--- src/sv/dsd_pkg.sv ---
// ----------------------------------------------------------------------------
// dsd_pkg
// Shared types and constants for the escape/start/end byte-stuffing deframer.
// ----------------------------------------------------------------------------
package dsd_pkg;

    typedef enum logic [1:0] {
        KIND_DATA  = 2'd0,
        KIND_END   = 2'd1,
        KIND_ABORT = 2'd2
    } kind_t;

    // configuration register indexes
    localparam logic [1:0] REG_ESCAPE = 2'd0;
    localparam logic [1:0] REG_START  = 2'd1;
    localparam logic [1:0] REG_END    = 2'd2;
    localparam logic [1:0] REG_STUFF  = 2'd3;

    localparam logic [7:0] RST_ESCAPE = 8'h10;
    localparam logic [7:0] RST_START  = 8'h02;
    localparam logic [7:0] RST_END    = 8'h03;
    localparam logic [7:0] RST_STUFF  = 8'h00;

    // One classified input byte as handed from front to back.
    // pair: two data beats, first then second; otherwise one beat of kind.
    typedef struct packed {
        kind_t      kind;
        logic [7:0] first;
        logic [7:0] second;
        logic       pair;
    } entry_t;

endpackage

--- src/sv/dsd_front.sv ---
// ----------------------------------------------------------------------------
// dsd_front
// Frame hunter and escape classifier; holds the code registers.
// ----------------------------------------------------------------------------
module dsd_front (
    input  logic           clk,
    input  logic           rst_n,
    input  logic           cfg_we,
    input  logic [1:0]     cfg_index,
    input  logic [7:0]     cfg_data,
    input  logic           accept,
    input  logic [7:0]     rx_byte,
    output logic           wr_en,
    output dsd_pkg::entry_t wr_entry
);
    import dsd_pkg::*;

    typedef enum logic [1:0] {
        PH_HUNT      = 2'd0,
        PH_HUNT_ESC  = 2'd1,
        PH_FRAME     = 2'd2,
        PH_FRAME_ESC = 2'd3
    } phase_t;

    phase_t     phase_reg, phase_next;
    logic [7:0] escape_reg, start_reg, end_reg, stuff_reg;
    logic       emit;

    always_comb
    begin
        phase_next      = phase_reg;
        emit            = 1'b0;
        wr_entry.kind   = KIND_DATA;
        wr_entry.first  = rx_byte;
        wr_entry.second = rx_byte;
        wr_entry.pair   = 1'b0;
        case (phase_reg)
            PH_HUNT:
            begin
                if (rx_byte == escape_reg)
                    phase_next = PH_HUNT_ESC;
            end
            PH_HUNT_ESC:
            begin
                if (rx_byte == start_reg)
                    phase_next = PH_FRAME;
                else if (rx_byte == escape_reg)
                    phase_next = PH_HUNT_ESC;
                else
                    phase_next = PH_HUNT;
            end
            PH_FRAME:
            begin
                if (rx_byte == escape_reg)
                    phase_next = PH_FRAME_ESC;
                else
                    emit = 1'b1;
            end
            PH_FRAME_ESC:
            begin
                emit       = 1'b1;
                phase_next = PH_FRAME;
                // stuff wins over end, end over start when codes coincide
                if (rx_byte == stuff_reg) begin
                    wr_entry.first = escape_reg;
                end else if (rx_byte == end_reg) begin
                    wr_entry.kind  = KIND_END;
                    wr_entry.first = 8'h00;
                    phase_next     = PH_HUNT;
                end else if (rx_byte == start_reg) begin
                    wr_entry.kind  = KIND_ABORT;
                    wr_entry.first = 8'h00;
                end else begin
                    wr_entry.first = escape_reg;
                    wr_entry.pair  = 1'b1;
                end
            end
            default:
            begin
                phase_next = PH_HUNT;
            end
        endcase
    end

    assign wr_en = accept && emit;

    always_ff @(posedge clk or negedge rst_n)
    begin
        if (!rst_n) begin
            phase_reg  <= PH_HUNT;
            escape_reg <= RST_ESCAPE;
            start_reg  <= RST_START;
            end_reg    <= RST_END;
            stuff_reg  <= RST_STUFF;
        end else begin
            if (accept)
                phase_reg <= phase_next;
            if (cfg_we) begin
                case (cfg_index)
                    REG_ESCAPE: escape_reg <= cfg_data;
                    REG_START:  start_reg  <= cfg_data;
                    REG_END:    end_reg    <= cfg_data;
                    REG_STUFF:  stuff_reg  <= cfg_data;
                    default:    ;
                endcase
            end
        end
    end

endmodule

--- src/sv/dsd_queue.sv ---
// ----------------------------------------------------------------------------
// dsd_queue
// Short flop-based queue of classified entries between front and back.
// ----------------------------------------------------------------------------
module dsd_queue #(
    parameter int DEPTH = 4
) (
    input  logic            clk,
    input  logic            rst_n,
    input  logic            wr_en,
    input  dsd_pkg::entry_t wr_entry,
    input  logic            rd_en,
    output dsd_pkg::entry_t rd_entry,
    output logic            full,
    output logic            empty
);
    import dsd_pkg::*;

    localparam int PW = (DEPTH > 1) ? $clog2(DEPTH) : 1;
    localparam int CW = $clog2(DEPTH + 1);
    localparam logic [PW-1:0] LAST_PTR = PW'(DEPTH - 1);
    localparam logic [CW-1:0] FULL_CNT = CW'(DEPTH);

    entry_t        mem_reg [DEPTH];
    logic [PW-1:0] wr_ptr_reg, rd_ptr_reg;
    logic [CW-1:0] count_reg;
    logic          do_wr, do_rd;

    assign full     = (count_reg == FULL_CNT);
    assign empty    = (count_reg == '0);
    assign do_wr    = wr_en && !full;
    assign do_rd    = rd_en && !empty;
    assign rd_entry = mem_reg[rd_ptr_reg];

    always_ff @(posedge clk)
    begin
        if (do_wr)
            mem_reg[wr_ptr_reg] <= wr_entry;
    end

    always_ff @(posedge clk or negedge rst_n)
    begin
        if (!rst_n) begin
            wr_ptr_reg <= '0;
            rd_ptr_reg <= '0;
            count_reg  <= '0;
        end else begin
            if (do_wr)
                wr_ptr_reg <= (wr_ptr_reg == LAST_PTR) ? '0 : wr_ptr_reg + 1'b1;
            if (do_rd)
                rd_ptr_reg <= (rd_ptr_reg == LAST_PTR) ? '0 : rd_ptr_reg + 1'b1;
            if (do_wr && !do_rd)
                count_reg <= count_reg + 1'b1;
            else if (do_rd && !do_wr)
                count_reg <= count_reg - 1'b1;
        end
    end

    a_count_range: assert property (@(posedge clk) disable iff (!rst_n)
        count_reg <= FULL_CNT)
        else $error("queue count beyond depth");

    a_ptr_gap: assert property (@(posedge clk) disable iff (!rst_n)
        (empty || full) |-> (wr_ptr_reg == rd_ptr_reg))
        else $error("queue pointers disagree with count");

endmodule

--- src/sv/dsd_back.sv ---
// ----------------------------------------------------------------------------
// dsd_back
// Expands queued entries into result beats held in an output register.
// ----------------------------------------------------------------------------
module dsd_back (
    input  logic            clk,
    input  logic            rst_n,
    input  logic            q_empty,
    input  dsd_pkg::entry_t q_entry,
    output logic            q_pop,
    input  logic            pop,
    output logic            empty,
    output logic [1:0]      kind,
    output logic [7:0]      payload,
    output logic            run_last
);
    import dsd_pkg::*;

    logic       out_valid_reg;
    kind_t      kind_reg;
    logic [7:0] payload_reg;
    logic       last_reg;
    logic       pend_reg;
    logic [7:0] pend_byte_reg;
    logic       take;

    // output slot frees when empty or being taken this cycle
    assign take  = !out_valid_reg || pop;
    assign q_pop = take && !pend_reg && !q_empty;

    assign empty    = !out_valid_reg;
    assign kind     = kind_reg;
    assign payload  = payload_reg;
    assign run_last = last_reg;

    always_ff @(posedge clk or negedge rst_n)
    begin
        if (!rst_n) begin
            out_valid_reg <= 1'b0;
            pend_reg      <= 1'b0;
            kind_reg      <= KIND_DATA;
            payload_reg   <= 8'h00;
            last_reg      <= 1'b0;
            pend_byte_reg <= 8'h00;
        end else if (take) begin
            if (pend_reg) begin
                out_valid_reg <= 1'b1;
                kind_reg      <= KIND_DATA;
                payload_reg   <= pend_byte_reg;
                last_reg      <= 1'b1;
                pend_reg      <= 1'b0;
            end else if (!q_empty) begin
                out_valid_reg <= 1'b1;
                kind_reg      <= q_entry.kind;
                payload_reg   <= q_entry.first;
                last_reg      <= !q_entry.pair;
                pend_reg      <= q_entry.pair;
                pend_byte_reg <= q_entry.second;
            end else begin
                out_valid_reg <= 1'b0;
            end
        end
    end

    a_pend_shown: assert property (@(posedge clk) disable iff (!rst_n)
        pend_reg |-> out_valid_reg && !last_reg)
        else $error("second beat pending without first beat shown");

    a_not_last_pair: assert property (@(posedge clk) disable iff (!rst_n)
        (out_valid_reg && !last_reg) |-> pend_reg && (kind_reg == KIND_DATA))
        else $error("non-final beat outside a byte pair");

    a_pair_follows: assert property (@(posedge clk) disable iff (!rst_n)
        (pend_reg && pop) |=> (out_valid_reg && last_reg && !pend_reg))
        else $error("second beat of pair not delivered next");

    a_marker_clean: assert property (@(posedge clk) disable iff (!rst_n)
        (out_valid_reg && (kind_reg != KIND_DATA)) |-> (payload_reg == 8'h00) && last_reg)
        else $error("end or abort marker carries payload");

endmodule

--- src/sv/dle_stx_etx_deframer.sv ---
// ----------------------------------------------------------------------------
// dle_stx_etx_deframer
// Escape/start/end byte-stuffing deframer, top level.
// ----------------------------------------------------------------------------
// Push received bytes while full is low: one byte is taken every cycle as
// long as the entry queue (QDEPTH deep) has room. Bytes outside a frame and
// the escape byte itself yield no result; every other byte yields one result
// beat, except an escape followed by an unrecognized byte, which yields two
// data beats. Results leave one beat per cycle, while pop is held, through
// a single output register; the first result of a byte passes through the
// entry queue and then the output register before it shows on the result
// ports. run_last marks the last beat of each byte. Write the code registers
// only while the block is idle.
module dle_stx_etx_deframer #(
    parameter int QDEPTH = 4
) (
    input  logic       clk,
    input  logic       rst_n,
    input  logic       cfg_we,
    input  logic [1:0] cfg_index,
    input  logic [7:0] cfg_data,
    input  logic       push,
    output logic       full,
    input  logic [7:0] rx_byte,
    input  logic       pop,
    output logic       empty,
    output logic [1:0] kind,
    output logic [7:0] payload,
    output logic       run_last
);
    import dsd_pkg::*;

    logic   accept;
    logic   wr_en;
    entry_t wr_entry;
    entry_t rd_entry;
    logic   q_pop;
    logic   q_empty;

    assign accept = push && !full;

    dsd_front u_front (
        .clk       (clk),
        .rst_n     (rst_n),
        .cfg_we    (cfg_we),
        .cfg_index (cfg_index),
        .cfg_data  (cfg_data),
        .accept    (accept),
        .rx_byte   (rx_byte),
        .wr_en     (wr_en),
        .wr_entry  (wr_entry)
    );

    dsd_queue #(
        .DEPTH (QDEPTH)
    ) u_queue (
        .clk      (clk),
        .rst_n    (rst_n),
        .wr_en    (wr_en),
        .wr_entry (wr_entry),
        .rd_en    (q_pop),
        .rd_entry (rd_entry),
        .full     (full),
        .empty    (q_empty)
    );

    dsd_back u_back (
        .clk      (clk),
        .rst_n    (rst_n),
        .q_empty  (q_empty),
        .q_entry  (rd_entry),
        .q_pop    (q_pop),
        .pop      (pop),
        .empty    (empty),
        .kind     (kind),
        .payload  (payload),
        .run_last (run_last)
    );

endmodule

--- config.mk ---
export PLATFORM = sky130hd
export DESIGN_NAME = dle_stx_etx_deframer
export DESIGN_NICKNAME = d
export VERILOG_FILES = /design/src/sv/dsd_pkg.sv /design/src/sv/dsd_front.sv /design/src/sv/dsd_queue.sv /design/src/sv/dsd_back.sv /design/src/sv/dle_stx_etx_deframer.sv
export SDC_FILE = /design/constraint.sdc
export NUM_CORES = 1
export LEC_CHECK = 0
export ABC_AREA = 1
export BUFFER_PORTS_ARGS = -buffer_cell sky130_fd_sc_hd__buf_2
export CAP_MARGIN = 20
export CORE_UTILIZATION = 50
export DETAILED_ROUTE_END_ITERATION = 8
export PLACE_DENSITY = 0.66
export SLEW_MARGIN = 20
export SYNTH_ARGS = -nofsm -noshare
export SYNTH_HDL_FRONTEND = slang
export SYNTH_SLANG_ARGS = --single-unit
--- constraint.sdc ---
create_clock -name clk -period 2.85 [get_ports clk]
set_input_delay 0.4275 -clock clk [delete_from_list [all_inputs] [get_ports clk]]
set_output_delay 0.4275 -clock clk [all_outputs]
set_load 0.05 [all_outputs]
==> metrics.txt <==
run status completed; Post-synth top flop edfxtp_1; Slew headroom 0.5318; HP Class in2async; CTS Buffer Depth 2; IO Port Bufs 35; # IOs 36; main combinational cell family by area after synthesis simple AND/OR/NAND/NOR gates; Die Wd 113.5 um; reg2reg end u_queue.count_reg[1]$_DFFE_PN0P_; Post-Synth XOR/XNOR Area 0.03522; final hold vios 0; RSZ-0062 raised after global routing false; sw frac 0.3595; actual slew at the worst max-slew pin 0.7016 ns; pin count of the biggest net entering global routing 41; drt pass-1 iters 4; top layer in use met4; Core Area 12060 sq um; critical path class reg2reg; share of cells above drive strength 1 0.1372; CTS tree done; clock-pin slew of the registers on the worst-case setup and hold paths 0.06 ns; synthesized-area fraction occupied by adder cells 0.01529; Die Span Y 113.5 um; Synth Instances 636; skew final 0.007303 ns; Area growth syn-to-layout 13.99%; Comb pwr share 0.321; antenna violations before repair 1; commonest non-fill, non-tap cell in the layout nand2_1; Final Max Tran Viols 0; Arr. time, crit path 2.81 ns; Syn Area/Cell 9.775 sq um; Seq. cell area 3839 sq um; Critical Path Start u_queue.count_reg[0]$_DFFE_PN0P_; Reg2Reg Setup Slack 0.34 ns; Final setup viols 0; Syn Nets 666; RePlAce Congestion 0.7943; mux cell area share after synthesis 0.001811; Leakage Power 0.003050 uW; clock sinks 138; Post-Synth Simple-Gate Area 0.1703; wl on met1 5873 um; most frequent cells in the layout nand2_1, nor2_1, edfxtp_1; vias in the first global route 4160; FP Rows 40; Post-synth ARST share 0.4493; Period minus WS final 2.509 ns; post-DP HPWL 8645 um; YS warnings 0; drt initial violations 267; first-pass GRT wire length 21200 um; Clock Latency Late Sink 0.42 ns; crit-path max FO 6; Critical Path Source Type register; GRT overflow 0; clock root cell clkbuf_16; area taken by multi-input logic gates 2007 sq um; part of the power in registers 0.399; register area share after synthesis 0.6174; R2R Path Start u_queue.count_reg[0]$_DFFE_PN0P_; Worst setup EP type register; DR WL met3 526 um; Netlist cell types 34; DP Cell Count 819; Non-Filler Instances 854; setup TNS 0 ns; die area 12880 sq um; CTS H-tree lvls 4; wire length per cell 15.11 um; post-synthesis register bit count 138; DRT antenna net count 0; Post-CTS Hold Fix Bufs 0; total track usage 0.2205; Fmax 0.3985 GHz; clock power share 0.280; Power Density 1027 nW/um^2; number of buffers created by CTS 17; compound-gate portion of the synthesized area 0.1002; MaxCap Viol Count 0; final worst path period share 0.8805; Sw Pwr 2616 uW; vias per cell 5.069; routed wl met2 6258 um; max reg flops 76; final net count 703; Worst Setup EP u_queue.count_reg[1]$_DFFE_PN0P_; DR DRC count 0; fillcell total 991; initial core utilization 0.5155; R2R cell count 9; Vias 4329; VDD IR-drop max 0.4026 mV; Synth Cell Area 6217 sq um; Critical Path RT 3.15 ns; Internal 4660 uW; drt total wl 12910 um; Post-synth EDFFs 76
worst max-delay path, cell delays in order (launching register included):
cell	delay, ns
dfrtp_1	0.42
or2_4	0.29
o21ai_1	0.39
nor2_1	0.15
nand2_4	0.14
inv_4	0.05
ha_1	0.16
inv_1	0.12
fa_1	0.40
mux2_2	0.26
worst min-delay path by stage:
stage / endpoint / cells after the start / start
final: u_back.payload[2]$_DFFE_PN0P_ / 1 / rst_n
after global routing: u_back.payload[3]$_DFFE_PN0P_ / 1 / rst_n
after CTS: u_back.payload[2]$_DFFE_PN0P_ / 1 / rst_n
after detailed placement: u_back.payload[2]$_DFFE_PN0P_ / 1 / rst_n
after global placement: u_back.payload[7]$_DFFE_PN0P_ / 1 / rst_n
after floorplan: u_back.kind[0]$_DFFE_PN0P_ / 0 / rst_n
final cells by class:
cell class	instances	area share
Multi-Input combinational cell	415	0.2832
Clock buffer	21	0.06215
Clock inverter	10	0.01448
Sequential cell	138	0.5417
Inverter	54	0.02931
Tap cell	168	0.02966
Timing Repair Buffer	47	0.03919
Antenna cell	1	0.0003531
power by group through the flow:
stage / sequential (uW) / combinational [uW] / clock [uW]
2_1_floorplan: 3140 / 1470 / 0
3_3_place_gp: 2920 / 2260 / 0
3_5_place_dp: 2930 / 2310 / 0
4_1_cts: 2900 / 2330 / 2070
5_1_grt: 2950 / 2610 / 2150
6_report: 2900 / 2340 / 2040
per-layer routing:
layer  track usage  up-vias
met2        0.3703      111
met4       0.09474        0
met3       0.05154       21
li1              -     2157
met5             0        -
met1        0.2740     2040
per-stage QoR:
stage / cell area, sq um / utilization / hold slack [ns] / power, uW / setup slack (ns)
after floorplan: 6217 / - / 0.1319 / 4609 / 0.4385
after global placement: 6519 / 0.5405 / 0.4416 / 5180 / 0.2304
after detailed placement: 6519 / 0.5405 / 0.4504 / 5246 / 0.1577
after CTS: 7062 / 0.5855 / 0.004077 / 7292 / 0.1520
after global routing: 7087 / 0.5876 / 0.03438 / 7710 / 0.1923
final: 7087 / 0.5876 / 0.001977 / 7276 / 0.3405
cell families after synthesis:
logic type / Yosys count
compound gates: 116
xor+xnor: 25
fa+ha+maj: 7
buf+inv: 83
flops: 138
mux: 1
simple gates: 266
Yosys cell counts (6+ instances only):
master,count,area share
a21oi_1,15,0.012
buf_4,6,0.0072
xnor2_1,20,0.028
nor2_1,83,0.050
o22ai_1,18,0.018
clkbuf_1,12,0.0072
ha_1,6,0.012
dfrtp_1,58,0.23
edfxtp_1,76,0.37
inv_1,46,0.028
buf_2,7,0.0056
nand2_1,167,0.10
o21ai_0,75,0.060
what timing repair did:
action,4_1_cts,5_1_grt
buffers inserted,0,3
gates resized for setup,0,0
hold endpoints to repair,0,0
setup endpoints to repair,0,2
No activity file was read; power rests on OpenSTA's default activity.
